`src/sv/jtl_pkg.sv`:
```
// Shared types and constants for the JSON token lexer.
// No dependencies; imported by json_token_lexer.
package jtl_pkg;

	localparam int INT_BITS_DEF = 32;
	localparam int MAX_RES      = 4;

	localparam logic [4:0] TK_LBRACK   = 5'd0;
	localparam logic [4:0] TK_RBRACK   = 5'd1;
	localparam logic [4:0] TK_LBRACE   = 5'd2;
	localparam logic [4:0] TK_RBRACE   = 5'd3;
	localparam logic [4:0] TK_COMMA    = 5'd4;
	localparam logic [4:0] TK_COLON    = 5'd5;
	localparam logic [4:0] TK_TRUE     = 5'd6;
	localparam logic [4:0] TK_STRBYTE  = 5'd9;
	localparam logic [4:0] TK_STREND   = 5'd10;
	localparam logic [4:0] TK_NUMCHAR  = 5'd11;
	localparam logic [4:0] TK_INTEND   = 5'd12;
	localparam logic [4:0] TK_FLOATEND = 5'd13;
	localparam logic [4:0] TK_EOF      = 5'd14;
	localparam logic [4:0] TK_ERROR    = 5'd15;

	localparam logic [2:0] ERR_NONE    = 3'd0;
	localparam logic [2:0] ERR_BYTE    = 3'd1;
	localparam logic [2:0] ERR_KEYWORD = 3'd2;
	localparam logic [2:0] ERR_EXP     = 3'd3;
	localparam logic [2:0] ERR_HEX     = 3'd4;
	localparam logic [2:0] ERR_SURR    = 3'd5;
	localparam logic [2:0] ERR_EARLY   = 3'd6;

	typedef struct packed {
		logic [4:0]  kind;
		logic [7:0]  bval;
		logic [31:0] ival;
		logic [2:0]  err;
	} res_t;

	// expected character of keyword sel (true, false, null) after its first letter
	function automatic logic [7:0] kw_char(input logic [1:0] sel, input logic [1:0] pos);
		logic [7:0] c;
		c = 8'd0;
		unique case (sel)
			2'd0: c = (pos == 2'd0) ? "r" : (pos == 2'd1) ? "u" : (pos == 2'd2) ? "e" : 8'd0;
			2'd1: c = (pos == 2'd0) ? "a" : (pos == 2'd1) ? "l" : (pos == 2'd2) ? "s" : "e";
			default: c = (pos == 2'd0) ? "u" : (pos == 2'd1) ? "l" : (pos == 2'd2) ? "l" : 8'd0;
		endcase
		return c;
	endfunction

	function automatic logic [4:0] hex_val(input logic [7:0] c);
		logic [4:0] h;
		if (c >= "0" && c <= "9") h = {1'b0, 4'(c - "0")};
		else if (c >= "a" && c <= "f") h = {1'b0, 4'(c - "a" + 8'd10)};
		else if (c >= "A" && c <= "F") h = {1'b0, 4'(c - "A" + 8'd10)};
		else h = 5'h10;
		return h;
	endfunction

endpackage

```
`src/sv/json_token_lexer.sv`:
```
// JSON token lexer top level: byte input stream, token event output stream.
// Depends on jtl_pkg.
//
// Usage:
//  s_axis_* carries one request per byte of JSON text: tdata is in_byte,
//  tuser is end_of_input (when set, tdata is ignored and the run is closed).
//  m_axis_* carries token events, one per transfer; tlast marks the final
//  event caused by one input byte.
//  Each accepted byte is lexed in the cycle it is taken; its 0 to 4 events
//  land in an 8-entry result queue and leave it one per cycle while
//  m_axis_tready is high; events are registered in the queue before they show.
//  Throughput: one byte per cycle while events drain as fast as they are
//  made; s_axis_tready is high whenever the queue has room for the four
//  events a byte can cause at most, so bytes that expand into several
//  events (unicode escapes, number ends) are paced by the output side.
//  When the receiver stalls, the queue fills and tready drops; nothing is
//  lost. Reset empties the queue, returns the lexer to idle, clears line,
//  column and any held error. Errors are sticky: after one, every byte
//  gives a single error event with the held code until reset.
module json_token_lexer
	import jtl_pkg::*;
#(
	parameter int INT_BITS = INT_BITS_DEF
) (
	input  logic        clk,
	input  logic        arst_n,
	input  logic        s_axis_tvalid,
	output logic        s_axis_tready,
	input  logic [7:0]  s_axis_tdata,   // in_byte
	input  logic        s_axis_tuser,   // end_of_input
	output logic        m_axis_tvalid,
	input  logic        m_axis_tready,
	// token_kind[4:0], byte_value[12:5], int_value[44:13], error_code[47:45],
	// line_number[63:48], column_number[79:64]
	output logic [79:0] m_axis_tdata,
	output logic        m_axis_tlast    // last_of_run
);

	typedef enum logic [3:0] {
		M_IDLE, M_STRING, M_ESCAPE, M_UHEX, M_LOWBS, M_LOWU, M_LOWHEX,
		M_KEYWORD, M_INT, M_FRAC, M_EXPSTART, M_EXPSIGN, M_EXP, M_ERROR
	} mode_t;

	localparam int QD = 8;
	localparam logic [INT_BITS-1:0] LIM = {1'b1, {(INT_BITS-1){1'b0}}};

	mode_t               mode_q, mode_d;
	logic [1:0]          ksel_q, ksel_d, kpos_q, kpos_d;
	logic [15:0]         hacc_q, hacc_d;
	logic [2:0]          hcnt_q, hcnt_d;
	logic [9:0]          hsur_q, hsur_d;
	logic [INT_BITS-1:0] mag_q, mag_d;
	logic                neg_q, neg_d, ovf_q, ovf_d;
	logic [15:0]         line_q, line_d, col_q, col_d;
	logic [2:0]          herr_q, herr_d;

	res_t       res [MAX_RES];
	logic [2:0] nres;

	// result queue
	res_t       q_res_q  [QD];
	logic       q_last_q [QD];
	logic [15:0] q_line_q [QD];
	logic [15:0] q_col_q  [QD];
	logic [2:0] wr_q, rd_q;
	logic [3:0] cnt_q;

	logic acc, pop;
	assign s_axis_tready = (cnt_q <= 4'(QD - MAX_RES));
	assign acc = s_axis_tvalid && s_axis_tready;
	assign m_axis_tvalid = (cnt_q != 4'd0);
	assign pop = m_axis_tvalid && m_axis_tready;

	logic [15:0] col_inc;
	assign col_inc = (col_q == 16'hFFFF) ? col_q : col_q + 16'd1;

	// value of the number so far, saturated to INT_BITS signed bits, low 32 bits
	function automatic logic [31:0] int_res(input logic [INT_BITS-1:0] m, input logic ng);
		logic [INT_BITS-1:0] v;
		logic [63:0]         w;
		if (ng) v = (m > LIM) ? (~LIM + 1'b1) : (~m + 1'b1);
		else    v = (m > LIM - 1'b1) ? (LIM - 1'b1) : m;
		w = 64'(signed'(v));
		return w[31:0];
	endfunction

	always_comb begin
		logic [7:0]  c;
		logic        dig, ise, fresh, hexdone, hexlow;
		logic [4:0]  h;
		logic [15:0] hn;
		logic [20:0] cp;
		logic        emit_cp;
		logic [INT_BITS+3:0] m10;
		logic [3:0]  d;
		mode_d = mode_q; ksel_d = ksel_q; kpos_d = kpos_q; hacc_d = hacc_q;
		hcnt_d = hcnt_q; hsur_d = hsur_q; mag_d = mag_q; neg_d = neg_q; ovf_d = ovf_q;
		line_d = line_q; col_d = col_q; herr_d = herr_q;
		nres = 3'd0;
		for (int i = 0; i < MAX_RES; i++) res[i] = '0;
		c = s_axis_tdata;
		dig = (c >= "0" && c <= "9");
		ise = (c == "e" || c == "E");
		d = 4'(c - "0");
		fresh = 1'b0; hexdone = 1'b0; hexlow = 1'b0; emit_cp = 1'b0; cp = '0;
		h = hex_val(c);
		hn = {hacc_q[11:0], h[3:0]};
		m10 = ({4'd0, mag_q} << 3) + ({4'd0, mag_q} << 1) + (INT_BITS+4)'(d);

		if (mode_q == M_ERROR) begin
			res[0] = '{TK_ERROR, 8'd0, 32'd0, herr_q}; nres = 3'd1;
		end else if (s_axis_tuser) begin
			unique case (mode_q)
				M_IDLE: begin
					res[0] = '{TK_EOF, 8'd0, 32'd0, ERR_NONE}; nres = 3'd1;
				end
				M_INT: begin
					res[0] = '{TK_INTEND, 8'd0, int_res(mag_q, neg_q), ERR_NONE};
					res[1] = '{TK_EOF, 8'd0, 32'd0, ERR_NONE}; nres = 3'd2; mode_d = M_IDLE;
				end
				M_FRAC, M_EXP: begin
					res[0] = '{TK_FLOATEND, 8'd0, 32'd0, ERR_NONE};
					res[1] = '{TK_EOF, 8'd0, 32'd0, ERR_NONE}; nres = 3'd2; mode_d = M_IDLE;
				end
				default: begin
					res[0] = '{TK_ERROR, 8'd0, 32'd0, ERR_EARLY}; nres = 3'd1;
					herr_d = ERR_EARLY; mode_d = M_ERROR;
				end
			endcase
		end else begin
			col_d = col_inc;
			unique case (mode_q)
				M_STRING: begin
					if (c == "\"") begin
						res[0] = '{TK_STREND, 8'd0, 32'd0, ERR_NONE}; nres = 3'd1; mode_d = M_IDLE;
					end else if (c == "\\") mode_d = M_ESCAPE;
					else begin
						res[0] = '{TK_STRBYTE, c, 32'd0, ERR_NONE}; nres = 3'd1;
					end
				end
				M_ESCAPE: begin
					mode_d = M_STRING; nres = 3'd1;
					priority case (c)
						"\"", "\\", "/": res[0] = '{TK_STRBYTE, c, 32'd0, ERR_NONE};
						"b": res[0] = '{TK_STRBYTE, 8'h08, 32'd0, ERR_NONE};
						"f": res[0] = '{TK_STRBYTE, 8'h0C, 32'd0, ERR_NONE};
						"n": res[0] = '{TK_STRBYTE, 8'h0A, 32'd0, ERR_NONE};
						"r": res[0] = '{TK_STRBYTE, 8'h0D, 32'd0, ERR_NONE};
						"t": res[0] = '{TK_STRBYTE, 8'h09, 32'd0, ERR_NONE};
						"u": begin
							nres = 3'd0; hacc_d = '0; hcnt_d = '0; mode_d = M_UHEX;
						end
						default: begin
							res[0] = '{TK_STRBYTE, "\\", 32'd0, ERR_NONE};
							res[1] = '{TK_STRBYTE, c, 32'd0, ERR_NONE}; nres = 3'd2;
						end
					endcase
				end
				M_UHEX, M_LOWHEX: begin
					hexlow = (mode_q == M_LOWHEX);
					if (h[4]) begin
						res[0] = '{TK_ERROR, 8'd0, 32'd0, ERR_HEX}; nres = 3'd1;
						herr_d = ERR_HEX; mode_d = M_ERROR;
					end else begin
						hacc_d = hn; hcnt_d = hcnt_q + 3'd1;
						hexdone = (hcnt_q + 3'd1 >= 3'd4);
					end
				end
				M_LOWBS: begin
					if (c == "\\") mode_d = M_LOWU;
					else begin
						res[0] = '{TK_ERROR, 8'd0, 32'd0, ERR_SURR}; nres = 3'd1;
						herr_d = ERR_SURR; mode_d = M_ERROR;
					end
				end
				M_LOWU: begin
					if (c == "u") begin
						hacc_d = '0; hcnt_d = '0; mode_d = M_LOWHEX;
					end else begin
						res[0] = '{TK_ERROR, 8'd0, 32'd0, ERR_SURR}; nres = 3'd1;
						herr_d = ERR_SURR; mode_d = M_ERROR;
					end
				end
				M_KEYWORD: begin
					logic [1:0] sel;
					sel = (ksel_q == 2'd3) ? 2'd2 : ksel_q;
					if (c != kw_char(sel, kpos_q)) begin
						res[0] = '{TK_ERROR, 8'd0, 32'd0, ERR_KEYWORD}; nres = 3'd1;
						herr_d = ERR_KEYWORD; mode_d = M_ERROR;
					end else if ({1'b0, kpos_q} + 3'd1 >= ((sel == 2'd1) ? 3'd4 : 3'd3)) begin
						res[0] = '{TK_TRUE + 5'(sel), 8'd0, 32'd0, ERR_NONE}; nres = 3'd1;
						mode_d = M_IDLE;
					end else kpos_d = kpos_q + 2'd1;
				end
				M_INT: begin
					if (dig) begin
						if (m10 > (INT_BITS+4)'(LIM)) begin
							mag_d = LIM; ovf_d = 1'b1;
						end else mag_d = m10[INT_BITS-1:0];
						res[0] = '{TK_NUMCHAR, c, 32'd0, ERR_NONE}; nres = 3'd1;
					end else if (c == ".") begin
						res[0] = '{TK_NUMCHAR, c, 32'd0, ERR_NONE}; nres = 3'd1; mode_d = M_FRAC;
					end else if (ise) begin
						res[0] = '{TK_NUMCHAR, c, 32'd0, ERR_NONE}; nres = 3'd1;
						mode_d = M_EXPSTART;
					end else begin
						res[0] = '{TK_INTEND, 8'd0, int_res(mag_q, neg_q), ERR_NONE};
						nres = 3'd1; fresh = 1'b1;
					end
				end
				M_FRAC: begin
					if (dig) begin
						res[0] = '{TK_NUMCHAR, c, 32'd0, ERR_NONE}; nres = 3'd1;
					end else if (ise) begin
						res[0] = '{TK_NUMCHAR, c, 32'd0, ERR_NONE}; nres = 3'd1;
						mode_d = M_EXPSTART;
					end else begin
						res[0] = '{TK_FLOATEND, 8'd0, 32'd0, ERR_NONE}; nres = 3'd1; fresh = 1'b1;
					end
				end
				M_EXPSTART, M_EXPSIGN: begin
					if ((c == "-" || c == "+") && mode_q == M_EXPSTART) begin
						res[0] = '{TK_NUMCHAR, c, 32'd0, ERR_NONE}; nres = 3'd1; mode_d = M_EXPSIGN;
					end else if (dig) begin
						res[0] = '{TK_NUMCHAR, c, 32'd0, ERR_NONE}; nres = 3'd1; mode_d = M_EXP;
					end else begin
						res[0] = '{TK_ERROR, 8'd0, 32'd0, ERR_EXP}; nres = 3'd1;
						herr_d = ERR_EXP; mode_d = M_ERROR;
					end
				end
				M_EXP: begin
					if (dig) begin
						res[0] = '{TK_NUMCHAR, c, 32'd0, ERR_NONE}; nres = 3'd1;
					end else begin
						res[0] = '{TK_FLOATEND, 8'd0, 32'd0, ERR_NONE}; nres = 3'd1; fresh = 1'b1;
					end
				end
				default: fresh = 1'b1;
			endcase

			// byte seen from idle, possibly right after a number end
			if (fresh) begin
				mode_d = M_IDLE;
				priority case (c)
					8'h0A: begin
						if (line_q != 16'hFFFF) line_d = line_q + 16'd1;
						col_d = 16'd0;
					end
					" ", 8'h09, 8'h0D: ;
					"[": begin res[nres[1:0]] = '{TK_LBRACK, 8'd0, 32'd0, ERR_NONE}; nres++; end
					"]": begin res[nres[1:0]] = '{TK_RBRACK, 8'd0, 32'd0, ERR_NONE}; nres++; end
					"{": begin res[nres[1:0]] = '{TK_LBRACE, 8'd0, 32'd0, ERR_NONE}; nres++; end
					"}": begin res[nres[1:0]] = '{TK_RBRACE, 8'd0, 32'd0, ERR_NONE}; nres++; end
					",": begin res[nres[1:0]] = '{TK_COMMA, 8'd0, 32'd0, ERR_NONE}; nres++; end
					":": begin res[nres[1:0]] = '{TK_COLON, 8'd0, 32'd0, ERR_NONE}; nres++; end
					"\"": mode_d = M_STRING;
					"t": begin ksel_d = 2'd0; kpos_d = 2'd0; mode_d = M_KEYWORD; end
					"f": begin ksel_d = 2'd1; kpos_d = 2'd0; mode_d = M_KEYWORD; end
					"n": begin ksel_d = 2'd2; kpos_d = 2'd0; mode_d = M_KEYWORD; end
					default: begin
						if (c == "-" || dig) begin
							neg_d = (c == "-");
							mag_d = (c == "-") ? '0 : INT_BITS'(d);
							ovf_d = 1'b0;
							res[nres[1:0]] = '{TK_NUMCHAR, c, 32'd0, ERR_NONE}; nres++;
							mode_d = M_INT;
						end else begin
							res[nres[1:0]] = '{TK_ERROR, 8'd0, 32'd0, ERR_BYTE}; nres++;
							herr_d = ERR_BYTE; mode_d = M_ERROR;
						end
					end
				endcase
			end

			// fourth hex digit: pick the code point, wait for the low half, or flag a bad low half
			if (hexdone) begin
				mode_d = M_STRING;
				if (!hexlow) begin
					if (hn >= 16'hD800 && hn <= 16'hDBFF) begin
						hsur_d = 10'(hn - 16'hD800); mode_d = M_LOWBS;
					end else begin
						cp = 21'(hn); emit_cp = 1'b1;
					end
				end else if (hn < 16'hDC00 || hn > 16'hDFFF) begin
					res[0] = '{TK_ERROR, 8'd0, 32'd0, ERR_SURR}; nres = 3'd1;
					herr_d = ERR_SURR; mode_d = M_ERROR;
				end else begin
					cp = (21'(hsur_q) << 10) + 21'(hn - 16'hDC00) + 21'h10000;
					emit_cp = 1'b1;
				end
			end
			if (emit_cp) begin
				if (cp <= 21'h7F) begin
					res[0] = '{TK_STRBYTE, cp[7:0], 32'd0, ERR_NONE}; nres = 3'd1;
				end else if (cp <= 21'h7FF) begin
					res[0] = '{TK_STRBYTE, {3'b110, cp[10:6]}, 32'd0, ERR_NONE};
					res[1] = '{TK_STRBYTE, {2'b10, cp[5:0]}, 32'd0, ERR_NONE}; nres = 3'd2;
				end else if (cp <= 21'hFFFF) begin
					res[0] = '{TK_STRBYTE, {4'b1110, cp[15:12]}, 32'd0, ERR_NONE};
					res[1] = '{TK_STRBYTE, {2'b10, cp[11:6]}, 32'd0, ERR_NONE};
					res[2] = '{TK_STRBYTE, {2'b10, cp[5:0]}, 32'd0, ERR_NONE}; nres = 3'd3;
				end else begin
					res[0] = '{TK_STRBYTE, {5'b11110, cp[20:18]}, 32'd0, ERR_NONE};
					res[1] = '{TK_STRBYTE, {2'b10, cp[17:12]}, 32'd0, ERR_NONE};
					res[2] = '{TK_STRBYTE, {2'b10, cp[11:6]}, 32'd0, ERR_NONE};
					res[3] = '{TK_STRBYTE, {2'b10, cp[5:0]}, 32'd0, ERR_NONE}; nres = 3'd4;
				end
			end
		end
	end

	// lexer state: advance only on an accepted request
	always_ff @(posedge clk or negedge arst_n) begin
		if (!arst_n) begin
			mode_q <= M_IDLE; ksel_q <= '0; kpos_q <= '0; hacc_q <= '0; hcnt_q <= '0;
			hsur_q <= '0; mag_q <= '0; neg_q <= 1'b0; ovf_q <= 1'b0;
			line_q <= '0; col_q <= '0; herr_q <= ERR_NONE;
		end else if (acc) begin
			mode_q <= mode_d; ksel_q <= ksel_d; kpos_q <= kpos_d; hacc_q <= hacc_d;
			hcnt_q <= hcnt_d; hsur_q <= hsur_d; mag_q <= mag_d; neg_q <= neg_d;
			ovf_q <= ovf_d; line_q <= line_d; col_q <= col_d; herr_q <= herr_d;
		end
	end

	// queue pointers and fill count
	always_ff @(posedge clk or negedge arst_n) begin
		if (!arst_n) begin
			wr_q <= '0; rd_q <= '0; cnt_q <= '0;
		end else begin
			if (acc) wr_q <= wr_q + nres;
			if (pop) rd_q <= rd_q + 3'd1;
			cnt_q <= cnt_q + (acc ? {1'b0, nres} : 4'd0) - (pop ? 4'd1 : 4'd0);
		end
	end

	// queue payload: drop the events of one byte in at consecutive slots
	always_ff @(posedge clk) begin
		if (acc) begin
			for (int i = 0; i < MAX_RES; i++) begin
				if (3'(i) < nres) begin
					q_res_q[wr_q + 3'(i)]  <= res[i];
					q_last_q[wr_q + 3'(i)] <= (3'(i) == nres - 3'd1);
					q_line_q[wr_q + 3'(i)] <= line_q;
					q_col_q[wr_q + 3'(i)]  <= (mode_q == M_ERROR || s_axis_tuser) ? col_q : col_inc;
				end
			end
		end
	end

	assign m_axis_tdata = {q_col_q[rd_q], q_line_q[rd_q], q_res_q[rd_q].err,
		q_res_q[rd_q].ival, q_res_q[rd_q].bval, q_res_q[rd_q].kind};
	assign m_axis_tlast = q_last_q[rd_q];

	a_cnt_bound: assert property (@(posedge clk) disable iff (!arst_n) cnt_q <= 4'(QD))
		else $error("result queue overfilled");
	a_cnt_step: assert property (@(posedge clk) disable iff (!arst_n)
		(acc && !pop) |=> cnt_q == $past(cnt_q) + {1'b0, $past(nres)})
		else $error("queue count lost events");
	a_err_sticky: assert property (@(posedge clk) disable iff (!arst_n)
		(mode_q == M_ERROR) |=> mode_q == M_ERROR)
		else $error("error state left without reset");

endmodule
```
`config.mk`:
```
export PLATFORM = sky130hd
export DESIGN_NAME = json_token_lexer
export DESIGN_NICKNAME = d
export VERILOG_FILES = /design/src/sv/jtl_pkg.sv /design/src/sv/json_token_lexer.sv
export SDC_FILE = /design/constraint.sdc
export NUM_CORES = 2
export LEC_CHECK = 0
export BUFFER_PORTS_ARGS = -buffer_cell sky130_fd_sc_hd__buf_2
export CAP_MARGIN = 20
export CORE_MARGIN = 4
export CORE_UTILIZATION = 31
export CTS_CLUSTER_DIAMETER = 120
export DETAILED_ROUTE_END_ITERATION = 16
export PLACE_DENSITY = 0.42
export SYNTH_ARGS = -nofsm -noshare
export SYNTH_HDL_FRONTEND = slang
export SYNTH_SLANG_ARGS = --single-unit
```
`constraint.sdc`:
```
create_clock -name clk -period 7.65 [get_ports clk]
set_input_delay 0.3825 -clock clk [delete_from_list [all_inputs] [get_ports clk]]
set_output_delay 0.3825 -clock clk [all_outputs]
set_load 0.01 [all_outputs]
```
==> impl_metrics.ini <==
[floorplan]
die_x_um = 373.2
core-area_um2 = 132000
die_y_um = 373.2
die_area_um2 = 139300
start_util_pct = 31.34
io_pins = 96
num_rows = 133

[synthesis]
yosys.area.top_type_share_pct = 46.47
synth.distinct_cells = 107
synth_flop_cell = edfxtp_1
async_flop_share_pct = 14.78
synthCells = 3372
synth_top_area_cell = edfxtp_1
seq_area_frac_synth_pct = 53.19
ys.warnings.count = 0
ys_seq_elements = 751
netlist_area_um2 = 41350
synth_edf_count = 640
synth.area.top_cells = edfxtp_1 46%, mux4_2 8.7%, dfrtp_1 6.7%
synth_area_per_cell_um2 = 12.26
synth_fp_nets = 3504

[global_route]
grt-busiest-layer = met2
grt_max_degree = 127
grtUsageMet3_pct = 2.590
use_met1_pct = 27.76
grt_pass1_wl_um = 206500
grt_remaining_overflow = 0
grtUsageMet2_pct = 30.86
grt_use_total_pct = 19.34
antenna_found_initial = 4
grt_pass1_vias = 29980

[routing]
drcViolationCount = 0
vias = 29450
drtIter0Drc = 2586
drt-total-wl_um = 137900
first_pass_iters = 5
ant_nets = 0
via_per_inst = 5.587
wl_per_cell_um = 26.16

[critical_path]
endpoint_kind = flop
cp_max_fo = 44
startpoint = kpos_q[0]
r2r_start = kpos_q[0]
worstPathArrival_ns = 6.53
path_class = flop to flop
reg2reg_slack_ns = 1.43
crit_required_ns = 7.96
critPathLaunchType = flop
r2r_end = q_col_q[7][2]
r2r_cells = 17

[timing]
fin_skew_ns = 0.03012
max_slew_margin_pct = 16.74
tns_ns = 0
finalHoldViolations = 0
fmax_mhz = 160.7
drv_slew = 0
period_minus_slack_ns = 6.224
setup_viol = 0
rsz0062_at_grt = false
fin_ws_ns = 1.426
tightest_slew_ns = 1.249
post-route-period-util_pct = 81.35

[hold_path]
hold_path_end = mag_q[0]
hold_depth = 2
holdCritStartpoint = s_axis_tdata[0]
hp-class = input port to flop

[final_layout]
drive_above_1_share_pct = 19.23
fin_nets = 3576
post-route-util_pct = 35.66
area_delta_synth_final_pct = 13.80
design_area_um2 = 47060

[flow_run]
maxCapViolCount = 0

[clocking]
clkTransAtPathRegs_ns = 0.06
cts-root-buf = clkbuf_16
clk_path_buf_depth = 3
cts_tree = yes
cts.htree.levels = 3
clock_latency_ns = 0.67
cts_resized = 0
clock-sinks = 751
cts_buffers = 89

[run_status]
status = finished, final reports clean

[placement]
io_buffer_count = 94
placed_area_um2 = 44070
place_congestion = 0.9089
detailed_place_hpwl_um = 91820
place_worst_setup_slack_ns = 1.104

[pwr]
irDropWorstVdd_mv = 0.3264
p_leak_nw = 17.72
pwr_density_cell_nw_per_um2 = 324.9
[cells in the mapped netlist, types with 32 or more instances]
| cell type | number |
|---|---|
| mux2_2 | 108 |
| a21o_1 | 40 |
| o221ai_1 | 32 |
| nor2_1 | 439 |
| nand2b_1 | 33 |
| ha_1 | 114 |
| nand3_1 | 67 |
| a221oi_1 | 63 |
| mux4_2 | 160 |
| mux2i_1 | 94 |
| dfrtp_1 | 111 |
| nor3_1 | 98 |
| edfxtp_1 | 640 |
| a21oi_1 | 136 |
| clkbuf_1 | 130 |
| nand2_1 | 209 |
| xnor2_1 | 46 |
| o21ai_0 | 118 |
| inv_1 | 65 |
| buf_2 | 36 |
| a32o_1 | 35 |
| a31oi_1 | 40 |
[layer usage]
| layer | routed length [um] | part of all wire [%] |
|---|---|---|
| met1 | 63620 | 46 |
| met2 | 63950 | 46 |
| met3 | 7171 | 5.2 |
| met4 | 3180 | 2.3 |
| met5 | 0 | 0 |
[through the flow]
stage / std cells / power (mW) / hold WS, ns
global route: 5271 / 16.06 / 0.2655
detailed placement: 5103 / 11.15 / 0.4654
floorplan: 3372 / 8.987 / 0.08691
finish: 5272 / 15.29 / 0.2785
global placement: 5101 / 11.17 / 0.4663
CTS: 5267 / 15.50 / 0.2200
[cells by family (layout without fill, tap and decap cells)]
kind of cell	count (synthesis)	in the layout	share of synthesized area (%)
mux	362	362	13.93
flops	751	751	53.19
buf+inv	281	424	2.899
fa+ha+maj	119	119	3.691
xor+xnor	73	73	1.546
other cells	1	3	0.009068
compound gates	738	738	12.90
simple gates	1047	1047	11.84
[power breakdown]
part	internal, mW	switching (mW)
Combinational	2.25	3.33
Clock	2.49	1.80
Sequential	5.08	0.342
Total	9.82	5.47
[registers in the layout, indices dropped and copies added, names as in the netlist]
signal    flops
hcnt_q        3
herr_q        3
q_col_q     128
line_q       16
hsur_q       10
mode_q        4
kpos_q        2
q_last_q      8
rd_q          3
q_line_q    128
mag_q        32
cnt_q         4
wr_q          3
col_q        16
q_res_q     376
ksel_q        2
neg_q         1
hacc_q       12
[timing repair]
action                                 4_1_cts  5_1_grt
hold buffers                                 2        0
setup buffers                                0        0
endpoints found under the hold margin       65        0
[worst max-delay path by stage]
stage,to,slack [ns],depth (start not counted)
after floorplan,q_col_q[0][0],1.16,19
after global placement,q_col_q[7][14],1.23,17
after detailed placement,q_col_q[7][14],1.10,17
after CTS,q_col_q[7][8],1.40,17
after global routing,q_col_q[7][8],1.00,17
final,q_col_q[7][2],1.43,17
[cells in the final DEF (no fill, tap or decap), drive strengths merged, types with 19 or more instances in the layout]
cell type / n
a32o: 35
or3: 23
mux2i: 94
o211ai: 32
ha: 114
a31oi: 41
xor2: 27
a221oi: 63
mux4: 160
and3: 27
nand2: 209
o221ai: 32
a211oi: 23
a31o: 19
clkbuf: 121
clkinv: 25
a21oi: 143
dfrtp: 111
nand2b: 33
a21o: 40
nor3: 99
o21ai: 131
buf: 193
edfxtp: 640
o31ai: 22
nor4: 21
nand4: 21
nor2b: 23
inv: 71
nand3: 67
nor2: 443
mux2: 108
xnor2: 46
[worst max-delay path, stage by stage (launching register included)]
cell and delay (ns):
dfrtp_1 0.47, inv_1 0.10, ha_1 0.31, o21ai_0 0.20, a21oi_1 0.08, o41a_1 0.41
a2111oi_1 0.45, buf_4 0.23, o21ai_0 0.14, nor3_1 0.39, ha_1 0.31, o311ai_2 0.31
a311o_1 0.20, and3_1 0.59, a21oi_4 0.27, o211ai_1 0.34, a41o_4 0.61, buf_12 0.41
[layout make-up]
class / count / area (um^2)
Multi-Input combinational cell: 2340 / 18280
Fill cell: 12860 / 84900
Clock inverter: 41 / 432.9
Timing Repair Buffer: 195 / 1383
Tap cell: 1755 / 2196
Clock buffer: 121 / 2511
Antenna cell: 2 / 5.005
Sequential cell: 751 / 22010
Inverter: 67 / 251.5
Power figures use the tool's default switching activity.
